--- config.mk ---
export PLATFORM = sky130hd
export DESIGN_NAME = stepper_ramp_step_generator_flat
export DESIGN_NICKNAME = d
export VERILOG_FILES = /design/src/sv/srsg_pkg.sv /design/src/sv/srsg_if.sv /design/src/sv/srsg_ramp_mem.sv /design/src/sv/srsg_dp.sv /design/src/sv/srsg_ctrl.sv /design/src/sv/stepper_ramp_step_generator.sv /design/src/flat_wrapper.sv
export SDC_FILE = /design/constraint.sdc
export NUM_CORES = 2
export LEC_CHECK = 0
export ABC_AREA = 0
export BUFFER_PORTS_ARGS = -buffer_cell sky130_fd_sc_hd__buf_2
export CORE_MARGIN = 2
export CORE_UTILIZATION = 55
export CTS_CLUSTER_DIAMETER = 150
export DETAILED_ROUTE_END_ITERATION = 10
export GPL_ROUTABILITY_DRIVEN = 0
export GPL_TIMING_DRIVEN = 0
export PLACE_DENSITY_LB_ADDON = 0.08
export SLEW_MARGIN = 10
export SYNTH_ARGS = -nofsm -noshare
export SYNTH_HDL_FRONTEND = slang
export SYNTH_SLANG_ARGS = --single-unit
--- constraint.sdc ---
create_clock -name clk -period 20.2 [get_ports clk]
set_input_delay 0 -clock clk [delete_from_list [all_inputs] [get_ports clk]]
set_output_delay 0 -clock clk [all_outputs]
set_load 0.02 [all_outputs]
--- src/sv/srsg_pkg.sv ---
`default_nettype none

package srsg_pkg;

	localparam int CFG_INDEX_W = 3;
	localparam int CFG_DATA_W = 16;
	localparam int MOTOR_IDX_W = 3;

	localparam logic [1:0] FUNC_TICK = 2'd0;
	localparam logic [1:0] FUNC_TARGET = 2'd1;
	localparam logic [1:0] FUNC_HOME = 2'd2;
	localparam logic [1:0] FUNC_TABLE = 2'd3;

	localparam logic [CFG_INDEX_W-1:0] REG_RAMP_LENGTH = 3'd0;
	localparam logic [CFG_INDEX_W-1:0] REG_RAMP_SHIFT = 3'd1;
	localparam logic [CFG_INDEX_W-1:0] REG_HOME_INC = 3'd2;
	localparam logic [CFG_INDEX_W-1:0] REG_PARKED = 3'd3;
	localparam logic [CFG_INDEX_W-1:0] REG_DIR_POL = 3'd4;
	localparam logic [CFG_INDEX_W-1:0] REG_OVERTRAVEL = 3'd5;

	localparam logic [1:0] DIR_IDLE = 2'b00;
	localparam logic [1:0] DIR_UP = 2'b01;
	localparam logic [1:0] DIR_DOWN = 2'b11;

	localparam logic [15:0] FULL_SPEED = 16'hFFFF;

	typedef struct packed {
		logic exec;
		logic tick_start;
		logic read;
		logic update;
		logic finish;
		logic [MOTOR_IDX_W-1:0] motor;
	} cmd_t;

	typedef struct packed {
		logic active;
		logic has_steps;
	} stat_t;

endpackage

`default_nettype wire

--- src/sv/srsg_if.sv ---
`default_nettype none

interface srsg_in_if;
	logic valid;
	logic ready;
	logic [1:0] func;
	logic [2:0] motor_index;
	logic home_all;
	logic [11:0] target_steps;
	logic [5:0] table_index;
	logic [15:0] table_speed;

	modport source(output valid, func, motor_index, home_all, target_steps, table_index,
		table_speed, input ready);
	modport sink(input valid, func, motor_index, home_all, target_steps, table_index,
		table_speed, output ready);
endinterface

interface srsg_out_if;
	logic valid;
	logic ready;
	logic [15:0] shift_word;
	logic last;

	modport source(output valid, shift_word, last, input ready);
	modport sink(input valid, shift_word, last, output ready);
endinterface

interface srsg_cfg_if;
	logic valid;
	logic ready;
	logic [srsg_pkg::CFG_INDEX_W-1:0] index;
	logic [srsg_pkg::CFG_DATA_W-1:0] data;

	modport source(output valid, index, data, input ready);
	modport sink(input valid, index, data, output ready);
endinterface

`default_nettype wire

--- src/sv/srsg_ramp_mem.sv ---
`default_nettype none

module srsg_ramp_mem #(
	parameter int ENTRIES = 64,
	localparam int AW = $clog2(ENTRIES)
) (
	input  logic          clk,
	input  logic          arst_n,
	input  logic          we,
	input  logic [AW-1:0] waddr,
	input  logic [15:0]   wdata,
	input  logic [AW-1:0] raddr,
	output logic [15:0]   rdata
);

	logic [15:0] mem_q [ENTRIES];
	logic [ENTRIES-1:0] valid_q;
	logic [15:0] rd_q;
	logic rd_valid_q;

	always_ff @(posedge clk) begin
		if (we) begin
			mem_q[waddr] <= wdata;
		end
		rd_q <= mem_q[raddr];
	end

	// An entry never written reads as full speed.
	always_ff @(posedge clk or negedge arst_n) begin
		if (!arst_n) begin
			valid_q <= '0;
			rd_valid_q <= 1'b0;
		end else begin
			if (we) begin
				valid_q[waddr] <= 1'b1;
			end
			rd_valid_q <= valid_q[raddr];
		end
	end

	assign rdata = rd_valid_q ? rd_q : srsg_pkg::FULL_SPEED;

endmodule

`default_nettype wire

--- src/sv/srsg_dp.sv ---
`default_nettype none

module srsg_dp #(
	parameter int MOTORS = 8,
	parameter int RAMP_ENTRIES = 64,
	parameter int MAX_POSITION = 4095
) (
	input  logic                                clk,
	input  logic                                arst_n,
	input  srsg_pkg::cmd_t                      cmd,
	output srsg_pkg::stat_t                     stat,
	input  logic                                cfg_we,
	input  logic [srsg_pkg::CFG_INDEX_W-1:0]    cfg_index,
	input  logic [srsg_pkg::CFG_DATA_W-1:0]     cfg_data,
	input  logic [1:0]                          func,
	input  logic [2:0]                          motor_index,
	input  logic                                home_all,
	input  logic [11:0]                         target_steps,
	input  logic [5:0]                          table_index,
	input  logic [15:0]                         table_speed,
	output logic [15:0]                         word0,
	output logic [15:0]                         word1
);

	localparam int MI_W = (MOTORS > 1) ? $clog2(MOTORS) : 1;
	localparam int AW = $clog2(RAMP_ENTRIES);
	localparam logic [16:0] ENTRIES_W = 17'(RAMP_ENTRIES);
	localparam logic [16:0] LAST_ENTRY = 17'(RAMP_ENTRIES - 1);
	localparam logic [15:0] MAX_POS_W = 16'(MAX_POSITION);

	// Configuration registers.
	logic [15:0] ramp_length_q;
	logic [3:0]  ramp_shift_q;
	logic [15:0] home_inc_q;
	logic        parked_q;
	logic        dir_pol_q;
	logic [12:0] overtravel_q;

	// Per-motor state.
	logic [11:0] target_q [MOTORS];
	logic [15:0] pos_q [MOTORS];
	logic [1:0]  dir_q [MOTORS];
	logic [15:0] ramp_q [MOTORS];
	logic [15:0] phase_q [MOTORS];
	logic [MOTORS-1:0] homing_q;
	logic active_q;

	// Tick accumulation.
	logic [15:0] w_q;
	logic [15:0] sbits_q;
	logic busy_q;
	logic [15:0] last_word_q;
	logic [15:0] word0_q;
	logic [15:0] word1_q;

	// First stage of a motor visit.
	logic signed [17:0] delta_s1;
	logic [1:0]  dir_s1;
	logic [15:0] ramp_s1;
	logic [15:0] phase_s1;
	logic        homing_s1;
	logic        skip_s1;

	logic [MI_W-1:0] m;
	logic [MI_W-1:0] mi;
	logic motor_ok;
	logic table_ok;
	logic table_we;
	logic ramps_clear;
	logic [11:0] target_clamped;
	logic [8:0] tidx_ext;

	logic [11:0] goal_a;
	logic signed [17:0] delta_a;
	logic start_a;
	logic skip_a;
	logic [1:0]  dir_a;
	logic [15:0] ramp_a;
	logic [15:0] phase_a;
	logic [16:0] ridx_a;
	logic [AW-1:0] raddr;
	logic [15:0] rd_speed;

	logic [15:0] inc_b;
	logic [16:0] sum_b;
	logic carry_b;
	logic down_b;
	logic signed [17:0] dist_b;
	logic signed [17:0] d1_b;
	logic signed [17:0] r_b;
	logic [1:0]  dir_b;
	logic        hom_b;
	logic [15:0] ramp_b;
	logic        step_b;
	logic [15:0] pos_next;
	logic [3:0]  sidx;
	logic [15:0] smask;
	logic [15:0] dmask;
	logic        dir_bit;

	assign m = cmd.motor[MI_W-1:0];
	assign mi = motor_index[MI_W-1:0];
	assign motor_ok = {1'b0, motor_index} < 4'(MOTORS);
	assign tidx_ext = {3'd0, table_index};
	assign table_ok = tidx_ext < 9'(RAMP_ENTRIES);
	assign table_we = cmd.exec && (func == srsg_pkg::FUNC_TABLE) && table_ok;
	assign target_clamped = ({4'd0, target_steps} > MAX_POS_W) ? MAX_POS_W[11:0] : target_steps;
	assign ramps_clear = table_we || (cfg_we && (cfg_index == srsg_pkg::REG_RAMP_LENGTH ||
		cfg_index == srsg_pkg::REG_RAMP_SHIFT || cfg_index == srsg_pkg::REG_HOME_INC));

	// Stage A: distance to goal, motion start, table address.
	always_comb begin
		goal_a = (homing_q[m] || parked_q) ? 12'd0 : target_q[m];
		delta_a = $signed({6'd0, goal_a}) - $signed({{2{pos_q[m][15]}}, pos_q[m]});
		start_a = (dir_q[m] == srsg_pkg::DIR_IDLE) && (delta_a != 18'sd0);
		skip_a = (dir_q[m] == srsg_pkg::DIR_IDLE) && (delta_a == 18'sd0);
		dir_a = dir_q[m];
		ramp_a = ramp_q[m];
		phase_a = phase_q[m];
		if (start_a) begin
			dir_a = delta_a[17] ? srsg_pkg::DIR_DOWN : srsg_pkg::DIR_UP;
			ramp_a = '0;
			phase_a = '0;
		end
		ridx_a = {1'b0, ramp_a >> ramp_shift_q};
		raddr = (ridx_a >= ENTRIES_W) ? LAST_ENTRY[AW-1:0] : ridx_a[AW-1:0];
	end

	srsg_ramp_mem #(
		.ENTRIES(RAMP_ENTRIES)
	) u_ramp_mem (
		.clk   (clk),
		.arst_n(arst_n),
		.we    (table_we),
		.waddr (tidx_ext[AW-1:0]),
		.wdata (table_speed),
		.raddr (raddr),
		.rdata (rd_speed)
	);

	// Stage B: phase accumulation, ramp update, step decision.
	always_comb begin
		inc_b = homing_s1 ? home_inc_q : rd_speed;
		sum_b = {1'b0, phase_s1} + {1'b0, inc_b};
		carry_b = sum_b[16] || (inc_b == srsg_pkg::FULL_SPEED);
		down_b = (dir_s1 == srsg_pkg::DIR_DOWN);
		dist_b = down_b ? -delta_s1 : delta_s1;
		d1_b = dist_b - 18'sd1;
		r_b = $signed({2'b00, ramp_s1});
		dir_b = dir_s1;
		hom_b = homing_s1;
		ramp_b = ramp_s1;
		step_b = 1'b0;
		if (carry_b) begin
			if (dist_b <= 18'sd0) begin
				// At or past the goal: stop once the ramp has braked to zero.
				if (ramp_s1 == 16'd0) begin
					dir_b = srsg_pkg::DIR_IDLE;
					hom_b = 1'b0;
				end else begin
					ramp_b = ramp_s1 - 16'd1;
					step_b = 1'b1;
				end
			end else begin
				step_b = 1'b1;
				if (!homing_s1) begin
					if (ramp_s1 != 16'd0 && d1_b <= r_b) begin
						ramp_b = ramp_s1 - 16'd1;
					end else if (ramp_s1 < ramp_length_q && d1_b > r_b + 18'sd1) begin
						ramp_b = ramp_s1 + 16'd1;
					end
				end
			end
		end
		pos_next = pos_q[m] + (down_b ? 16'hFFFF : 16'h0001);
		sidx = {cmd.motor, 1'b0};
		smask = 16'h0001 << sidx;
		dmask = smask << 1;
		dir_bit = (down_b == dir_pol_q);
	end

	always_ff @(posedge clk) begin
		if (cmd.read) begin
			delta_s1 <= delta_a;
			dir_s1 <= dir_a;
			ramp_s1 <= ramp_a;
			phase_s1 <= phase_a;
			homing_s1 <= homing_q[m];
			skip_s1 <= skip_a;
		end
		// Only a stepping tick replaces the words, so a pending result stays intact.
		if (cmd.finish && sbits_q != 16'd0) begin
			word0_q <= w_q;
			word1_q <= w_q | sbits_q;
		end
	end

	always_ff @(posedge clk or negedge arst_n) begin
		if (!arst_n) begin
			ramp_length_q <= '0;
			ramp_shift_q <= '0;
			home_inc_q <= 16'hFFFF;
			parked_q <= 1'b0;
			dir_pol_q <= 1'b0;
			overtravel_q <= 13'd4095;
		end else if (cfg_we) begin
			case (cfg_index)
				srsg_pkg::REG_RAMP_LENGTH: ramp_length_q <= cfg_data[15:0];
				srsg_pkg::REG_RAMP_SHIFT: ramp_shift_q <= cfg_data[3:0];
				srsg_pkg::REG_HOME_INC: home_inc_q <= cfg_data[15:0];
				srsg_pkg::REG_PARKED: parked_q <= cfg_data[0];
				srsg_pkg::REG_DIR_POL: dir_pol_q <= cfg_data[0];
				srsg_pkg::REG_OVERTRAVEL: overtravel_q <= cfg_data[12:0];
				default: ;
			endcase
		end
	end

	always_ff @(posedge clk or negedge arst_n) begin
		if (!arst_n) begin
			for (int n = 0; n < MOTORS; n++) begin
				target_q[n] <= '0;
				pos_q[n] <= '0;
				dir_q[n] <= srsg_pkg::DIR_IDLE;
				ramp_q[n] <= '0;
				phase_q[n] <= '0;
			end
			homing_q <= '0;
		end else begin
			if (cmd.update && !skip_s1) begin
				phase_q[m] <= sum_b[15:0];
				dir_q[m] <= dir_b;
				homing_q[m] <= hom_b;
				ramp_q[m] <= ramp_b;
				if (step_b) begin
					pos_q[m] <= pos_next;
				end
			end
			if (cmd.exec) begin
				case (func)
					srsg_pkg::FUNC_TARGET: begin
						if (motor_ok) begin
							target_q[mi] <= target_clamped;
						end
					end
					srsg_pkg::FUNC_HOME: begin
						for (int n = 0; n < MOTORS; n++) begin
							if (home_all || (motor_ok && mi == MI_W'(n))) begin
								pos_q[n] <= {3'd0, overtravel_q};
								dir_q[n] <= srsg_pkg::DIR_IDLE;
								ramp_q[n] <= '0;
								homing_q[n] <= 1'b1;
							end
						end
					end
					default: ;
				endcase
			end
			if (ramps_clear) begin
				for (int n = 0; n < MOTORS; n++) begin
					ramp_q[n] <= '0;
				end
			end
		end
	end

	always_ff @(posedge clk or negedge arst_n) begin
		if (!arst_n) begin
			active_q <= 1'b0;
			w_q <= '0;
			sbits_q <= '0;
			busy_q <= 1'b0;
			last_word_q <= '0;
		end else begin
			if (cmd.exec) begin
				case (func)
					srsg_pkg::FUNC_TARGET: begin
						if (motor_ok) begin
							active_q <= 1'b1;
						end
					end
					srsg_pkg::FUNC_HOME: begin
						if (home_all || motor_ok) begin
							active_q <= 1'b1;
						end
					end
					default: ;
				endcase
			end
			if (cfg_we && cfg_index == srsg_pkg::REG_PARKED) begin
				active_q <= 1'b1;
			end
			if (cmd.tick_start) begin
				w_q <= last_word_q;
				sbits_q <= '0;
				busy_q <= 1'b0;
			end
			if (cmd.read && !skip_a) begin
				busy_q <= 1'b1;
			end
			if (cmd.update && !skip_s1 && step_b) begin
				w_q <= dir_bit ? ((w_q & ~smask) | dmask) : (w_q & ~smask & ~dmask);
				sbits_q <= sbits_q | smask;
			end
			if (cmd.finish) begin
				if (!busy_q) begin
					active_q <= 1'b0;
				end
				if (sbits_q != 16'd0) begin
					last_word_q <= w_q | sbits_q;
				end
			end
		end
	end

	assign stat.active = active_q;
	assign stat.has_steps = (sbits_q != 16'd0);
	assign word0 = word0_q;
	assign word1 = word1_q;

endmodule

`default_nettype wire

--- src/sv/srsg_ctrl.sv ---
`default_nettype none

module srsg_ctrl #(
	parameter int MOTORS = 8
) (
	input  logic            clk,
	input  logic            arst_n,
	input  logic            item_valid,
	input  logic [1:0]      item_func,
	output logic            item_ready,
	output srsg_pkg::cmd_t  cmd,
	input  srsg_pkg::stat_t stat,
	output logic            result_valid,
	output logic            result_last,
	input  logic            result_ready
);

	localparam logic [srsg_pkg::MOTOR_IDX_W-1:0] LAST_MOTOR =
		srsg_pkg::MOTOR_IDX_W'(MOTORS - 1);

	typedef enum logic [3:0] {
		S_IDLE = 4'b0001,
		S_READ = 4'b0010,
		S_EXEC = 4'b0100,
		S_DONE = 4'b1000
	} state_t;

	state_t state_q, state_d;
	logic [srsg_pkg::MOTOR_IDX_W-1:0] cnt_q, cnt_d;
	logic valid_q;
	logic last_q;

	always_comb begin
		state_d = state_q;
		cnt_d = cnt_q;
		cmd = '0;
		cmd.motor = cnt_q;
		item_ready = 1'b0;
		case (state_q)
			S_IDLE: begin
				item_ready = 1'b1;
				if (item_valid) begin
					if (item_func == srsg_pkg::FUNC_TICK) begin
						// A tick on an idle block is dropped without a walk.
						if (stat.active) begin
							cmd.tick_start = 1'b1;
							cnt_d = '0;
							state_d = S_READ;
						end
					end else begin
						cmd.exec = 1'b1;
					end
				end
			end
			S_READ: begin
				cmd.read = 1'b1;
				state_d = S_EXEC;
			end
			S_EXEC: begin
				cmd.update = 1'b1;
				if (cnt_q == LAST_MOTOR) begin
					state_d = S_DONE;
				end else begin
					cnt_d = cnt_q + 1'b1;
					state_d = S_READ;
				end
			end
			S_DONE: begin
				// The result buffer must be empty before two new words go in.
				if (!stat.has_steps || !valid_q) begin
					cmd.finish = 1'b1;
					state_d = S_IDLE;
				end
			end
			default: begin
				state_d = S_IDLE;
			end
		endcase
	end

	always_ff @(posedge clk or negedge arst_n) begin
		if (!arst_n) begin
			state_q <= S_IDLE;
			cnt_q <= '0;
			valid_q <= 1'b0;
			last_q <= 1'b0;
		end else begin
			state_q <= state_d;
			cnt_q <= cnt_d;
			if (cmd.finish && stat.has_steps) begin
				valid_q <= 1'b1;
				last_q <= 1'b0;
			end else if (valid_q && result_ready) begin
				if (!last_q) begin
					last_q <= 1'b1;
				end else begin
					valid_q <= 1'b0;
					last_q <= 1'b0;
				end
			end
		end
	end

	assign result_valid = valid_q;
	assign result_last = last_q;

	a_finish_buffer_free: assert property (@(posedge clk) disable iff (!arst_n)
		cmd.finish && stat.has_steps |-> !valid_q)
		else $error("tick result loaded while the previous one is still pending");

	a_no_accept_in_walk: assert property (@(posedge clk) disable iff (!arst_n)
		item_ready |-> !(cmd.read || cmd.update || cmd.finish))
		else $error("request accepted during a motor walk");

	a_read_then_update: assert property (@(posedge clk) disable iff (!arst_n)
		cmd.read |=> cmd.update && $stable(cnt_q))
		else $error("motor visit did not complete its second cycle");

	a_walk_starts_at_zero: assert property (@(posedge clk) disable iff (!arst_n)
		cmd.tick_start |=> cmd.read && cmd.motor == '0)
		else $error("tick walk did not begin at the first motor");

endmodule

`default_nettype wire

--- src/sv/stepper_ramp_step_generator.sv ---
`default_nettype none

// Channel  Role   Handshake         Payload
// cfg      sink   valid / ready     index, data (register write)
// item     sink   valid / ready     func, motor_index, home_all, target_steps,
//                                   table_index, table_speed
// result   source valid / ready     shift_word, last
//
// A command request (set target, homing, table write) is accepted only in the idle state.
// A tick request on an active block walks the motors one at a time, each visit
// a state read with table lookup, then an update; the ramp table's registered
// read port splits each visit this way.
// A tick that steps loads two words into the result buffer; if that buffer still
// holds the previous tick's words, the walk's end holds until they are taken.
// Reset is asynchronous and active low; the ramp table reads full speed until written.
module stepper_ramp_step_generator #(
	parameter int MOTORS = 8,
	parameter int RAMP_ENTRIES = 64,
	parameter int MAX_POSITION = 4095
) (
	input logic         clk,
	input logic         arst_n,
	srsg_cfg_if.sink    cfg,
	srsg_in_if.sink     item,
	srsg_out_if.source  result
);

	srsg_pkg::cmd_t cmd;
	srsg_pkg::stat_t stat;
	logic item_ready;
	logic result_valid;
	logic result_last;
	logic [15:0] word0;
	logic [15:0] word1;

	assign cfg.ready = 1'b1;

	srsg_ctrl #(
		.MOTORS(MOTORS)
	) u_ctrl (
		.clk         (clk),
		.arst_n      (arst_n),
		.item_valid  (item.valid),
		.item_func   (item.func),
		.item_ready  (item_ready),
		.cmd         (cmd),
		.stat        (stat),
		.result_valid(result_valid),
		.result_last (result_last),
		.result_ready(result.ready)
	);

	srsg_dp #(
		.MOTORS      (MOTORS),
		.RAMP_ENTRIES(RAMP_ENTRIES),
		.MAX_POSITION(MAX_POSITION)
	) u_dp (
		.clk         (clk),
		.arst_n      (arst_n),
		.cmd         (cmd),
		.stat        (stat),
		.cfg_we      (cfg.valid),
		.cfg_index   (cfg.index),
		.cfg_data    (cfg.data),
		.func        (item.func),
		.motor_index (item.motor_index),
		.home_all    (item.home_all),
		.target_steps(item.target_steps),
		.table_index (item.table_index),
		.table_speed (item.table_speed),
		.word0       (word0),
		.word1       (word1)
	);

	assign item.ready = item_ready;
	assign result.valid = result_valid;
	assign result.last = result_last;
	assign result.shift_word = result_last ? word1 : word0;

endmodule

`default_nettype wire

--- src/flat_wrapper.sv ---
// flat-port wrapper written by rule: the top's interface ports become plain ports
module stepper_ramp_step_generator_flat 
#(
	parameter int MOTORS = 8,
	parameter int RAMP_ENTRIES = 64,
	parameter int MAX_POSITION = 4095
)
  (clk, arst_n, cfg_valid, cfg_index, cfg_data, cfg_ready, item_valid, item_func, item_motor_index, item_home_all, item_target_steps, item_table_index, item_table_speed, item_ready, result_valid, result_shift_word, result_last, result_ready);
  srsg_cfg_if cfg_i ();
  srsg_in_if item_i ();
  srsg_out_if result_i ();
  input logic clk;
  input logic arst_n;
  input wire logic [$bits(cfg_i.valid)-1:0] cfg_valid;
  input wire logic [$bits(cfg_i.index)-1:0] cfg_index;
  input wire logic [$bits(cfg_i.data)-1:0] cfg_data;
  output wire logic [$bits(cfg_i.ready)-1:0] cfg_ready;
  input wire logic [$bits(item_i.valid)-1:0] item_valid;
  input wire logic [$bits(item_i.func)-1:0] item_func;
  input wire logic [$bits(item_i.motor_index)-1:0] item_motor_index;
  input wire logic [$bits(item_i.home_all)-1:0] item_home_all;
  input wire logic [$bits(item_i.target_steps)-1:0] item_target_steps;
  input wire logic [$bits(item_i.table_index)-1:0] item_table_index;
  input wire logic [$bits(item_i.table_speed)-1:0] item_table_speed;
  output wire logic [$bits(item_i.ready)-1:0] item_ready;
  output wire logic [$bits(result_i.valid)-1:0] result_valid;
  output wire logic [$bits(result_i.shift_word)-1:0] result_shift_word;
  output wire logic [$bits(result_i.last)-1:0] result_last;
  input wire logic [$bits(result_i.ready)-1:0] result_ready;
  assign cfg_i.valid = cfg_valid;
  assign cfg_i.index = cfg_index;
  assign cfg_i.data = cfg_data;
  assign cfg_ready = cfg_i.ready;
  assign item_i.valid = item_valid;
  assign item_i.func = item_func;
  assign item_i.motor_index = item_motor_index;
  assign item_i.home_all = item_home_all;
  assign item_i.target_steps = item_target_steps;
  assign item_i.table_index = item_table_index;
  assign item_i.table_speed = item_table_speed;
  assign item_ready = item_i.ready;
  assign result_valid = result_i.valid;
  assign result_shift_word = result_i.shift_word;
  assign result_last = result_i.last;
  assign result_i.ready = result_ready;
  stepper_ramp_step_generator #(.MOTORS(MOTORS), .RAMP_ENTRIES(RAMP_ENTRIES), .MAX_POSITION(MAX_POSITION)) u_core (.clk(clk), .arst_n(arst_n), .cfg(cfg_i), .item(item_i), .result(result_i));
endmodule
==> reports/qor.csv <==
metric,value,unit
Routed Wire Length,284000,um
RSZ-0062 raised after global routing,no,
achievable clock frequency,82.8,MHz
# rows,139,
Inserted Clock Buffers,184,
Area Overhead vs Synth,14.3,%
Port Buffers,74,
Mapped Nets,6801,
largest net degree at the start of global routing,110,
final setup vio count,0,
Final Cycle Share,59.8,%
dpl hpwl,198000,um
Min-Delay Endpoint,u_core.u_ctrl.result_valid$_DFFE_PN0P_,
r2r setup slk,8.12,ns
hold crit path type,in -> reg,
worst r2r src,u_core.u_ctrl.cnt_q[0]$_DFFE_PN0P_,
WL per Instance,31.2,um
minimum hold slack,0.0375,ns
sequential area share after synthesis,62.8,%
Fill cells,11100,
clock latency on the worst-skew pair,0.83,ns
maxcap violations,0,
"Arr. time, crit path",12.63,ns
status,finished clean,
Initial DRT Pass Iterations,8,
core area,144000,um2
final non-filler cell total,9124,
CP required,20.75,ns
syn_area_per_cell,12.1,um2
Clock Skew,0.0610,ns
die width,385,um
Num Clock Sinks,1788,
HP Start,result_ready,
register bit total from synthesis,1788,
DRC violations left,0,
all-layer global routing usage,38.1,%
Die Y,385,um
Initial Util,55.5,%
Pins Over Slew Limit,0,
Post-Syn Area,80000,um2
Synth Warn #,0,
via count,60400,
Root Buffer,clkbuf_16,
GR Overflow Total,0,
Leak,36.4,nW
fraction of layout cells with a size suffix above 1,14.2,%
CP endpoint kind,flip-flop,
Reg-to-Reg End,u_core.u_dp.u_ramp_mem.rd_q[10]$_DFF_P_,
Post-synth EDFFs,1101,
Final nets,7229,
setup TNS,0,ns
CTS max path bufs,3,
minimum clock period,12.08,ns
Post CTS Setup Buffer Count,0,
H-Tree Depth,4,
CTS tree,built,
ys async rst share,37.5,%
"CTS clk-pin slew, worst paths",0.06,ns
endpoints failing hold,0,
"Distinct cells, synth",107,
Tightest Pin Transition,1.40,ns
vias in the first global route,57800,
reg2reg path depth,24,
Max VDD drop,0.0873,mV
Setup CP Type,reg -> reg,
top fanout value on the critical path,10,
pwr/cell area,104,nW/um2
antenna violations before repair,16,
WHS Path Cells,4,
total power,0.00955,W
Die ar.,148000,um2
Antenna Violating Nets Remaining,0,
Rel. slew slack,6.32,%
most frequent cells in the layout,"1101 x edfxtp_1, 1096 x nand2_1, 642 x dfrtp_1",
Main synth FF type,edfxtp_1,
IO Pins,84,
startpoint types,flip-flop,
Vias/cell,6.62,
Syn Inst Count,6630,
first-pass GRT wire length,406000,um
# placed instances,8705,
"most common cell after layout, fill and taps aside",edfxtp_1,
DRT iter0 DRCs,8827,
## worst max-delay path by stage
stage | cells past startpoint | slack (ns) | startpoint | to
2_1_floorplan | 4 | 13.25 | u_core.u_ctrl.state_q[0]$_DFFE_PN1P_ | u_core.u_dp.busy_q$_DFFE_PN0P_
5_1_grt | 25 | 8.32 | u_core.u_ctrl.cnt_q[0]$_DFFE_PN0P_ | u_core.u_dp.u_ramp_mem.rd_q[3]$_DFF_P_
6_report | 24 | 8.12 | u_core.u_ctrl.cnt_q[0]$_DFFE_PN0P_ | u_core.u_dp.u_ramp_mem.rd_q[10]$_DFF_P_
4_1_cts | 24 | 8.75 | u_core.u_ctrl.cnt_q[0]$_DFFE_PN0P_ | u_core.u_dp.u_ramp_mem.rd_q[10]$_DFF_P_
3_3_place_gp | 1 | 4.60 | arst_n | u_core.u_dp.u_ramp_mem.valid_q[48]$_DFFE_PN0P_
3_5_place_dp | 24 | 8.76 | u_core.u_ctrl.cnt_q[0]$_DFFE_PN0P_ | u_core.u_dp.u_ramp_mem.rd_q[10]$_DFF_P_
## state kept, by name, summed over array words and instances (netlist names), 17 cells and up
name / cells
u_core.u_dp.u_ramp_mem.mem_q: 1024
u_core.u_dp.ramp_q: 128
u_core.u_dp.target_q: 96
u_core.u_dp.delta_s1: 17
u_core.u_dp.phase_q: 128
u_core.u_dp.pos_q: 128
u_core.u_dp.u_ramp_mem.valid_q: 64
## per-stage QoR
stage / util (%) / cell area, um2 / setup WS (ns)
floorplan: - / 80000 / 13.25
global placement: 57.4 / 82700 / 4.60
detailed placement: 58.7 / 84500 / 8.76
CTS: 63.4 / 91300 / 8.75
global route: 63.5 / 91400 / 8.32
finish: 63.5 / 91400 / 8.12
## where the power goes
group | total [W] | internal, W | switching (W)
registers | 0.00416 | 0.00407 | 0.0000885
logic | 0.00192 | 0.000558 | 0.00136
clock network | 0.00347 | 0.00199 | 0.00148
total | 0.00955 | 0.00662 | 0.00293
## cell type report
class / instances / area (um2) / area share (%)
Buffer: 429 / 1910 / 2.09
Clock inverter: 91 / 1030 / 1.13
Timing Repair Buffer: 242 / 2670 / 2.92
Sequential cell: 1788 / 50200 / 54.9
Tap cell: 1903 / 2380 / 2.60
Clock buffer: 252 / 5120 / 5.60
Antenna cell: 6 / 15.0 / 0.0164
Multi-Input combinational cell: 4309 / 27700 / 30.3
Inverter: 104 / 390 / 0.427
## cells in the mapped netlist, types with 95 or more instances
library cell  number  area [um2]
edfxtp_1        1101       33100
nand2_1         1096        4110
dfrtp_1          642       16100
nor2_1           383        1440
o21ai_0          335        1680
mux2i_1          309        3090
clkbuf_1         261         980
a21oi_1          233        1170
nand3_1          209        1050
mux2_2           205        2310
ha_1             104        1300
inv_1             98         368
a221oi_1          96         841
a31oi_1           95         594
## metal layers
metal | up-vias | global-route usage, % | share of wire (%)
met4 | 12 | 27.7 | 8.7
met5 | - | 0.0650 | 0.032
met1 | 29800 | 47.0 | 35
met2 | 4076 | 58.8 | 45
li1 | 25500 | - | -
met3 | 996 | 9.38 | 11
## kinds of logic after synthesis
logic type	after synthesis	share of synthesized area (%)
xor+xnor	85	0.931
simple gates	2123	11.8
other cells	1	0.00469
compound gates	1451	12.4
buf+inv	533	2.87
mux	542	7.45
fa+ha+maj	107	1.70
flops	1788	62.8
## critical path, stage by stage (launching register included)
cell and delay, ns:
dfrtp_1 0.48, buf_2 0.32, buf_4 0.27, buf_2 0.34, buf_1 0.77, and3_1 0.51, clkbuf_1 0.69, clkbuf_1 0.85
a221oi_1 0.26, and3_1 0.34, ha_1 0.37, nand4_1 0.11, o22ai_1 0.11, a2111oi_0 0.60, o31ai_1 0.26, a21oi_1 0.30
o2111ai_1 0.57, o31a_1 0.57, nor2_1 0.31, clkbuf_1 0.98, clkbuf_1 0.75, o21ai_0 0.26, nor3b_1 0.21, o41ai_1 1.03
o21ai_1 0.48
## timing repair
item | in CTS | in global routing
gates resized for setup | 0 | 0
hold endpoints to repair | 1486 | 128
setup endpoints to repair | 0 | 0
hold buffers | 65 | 2
No activity file was read; power rests on OpenSTA's default activity.
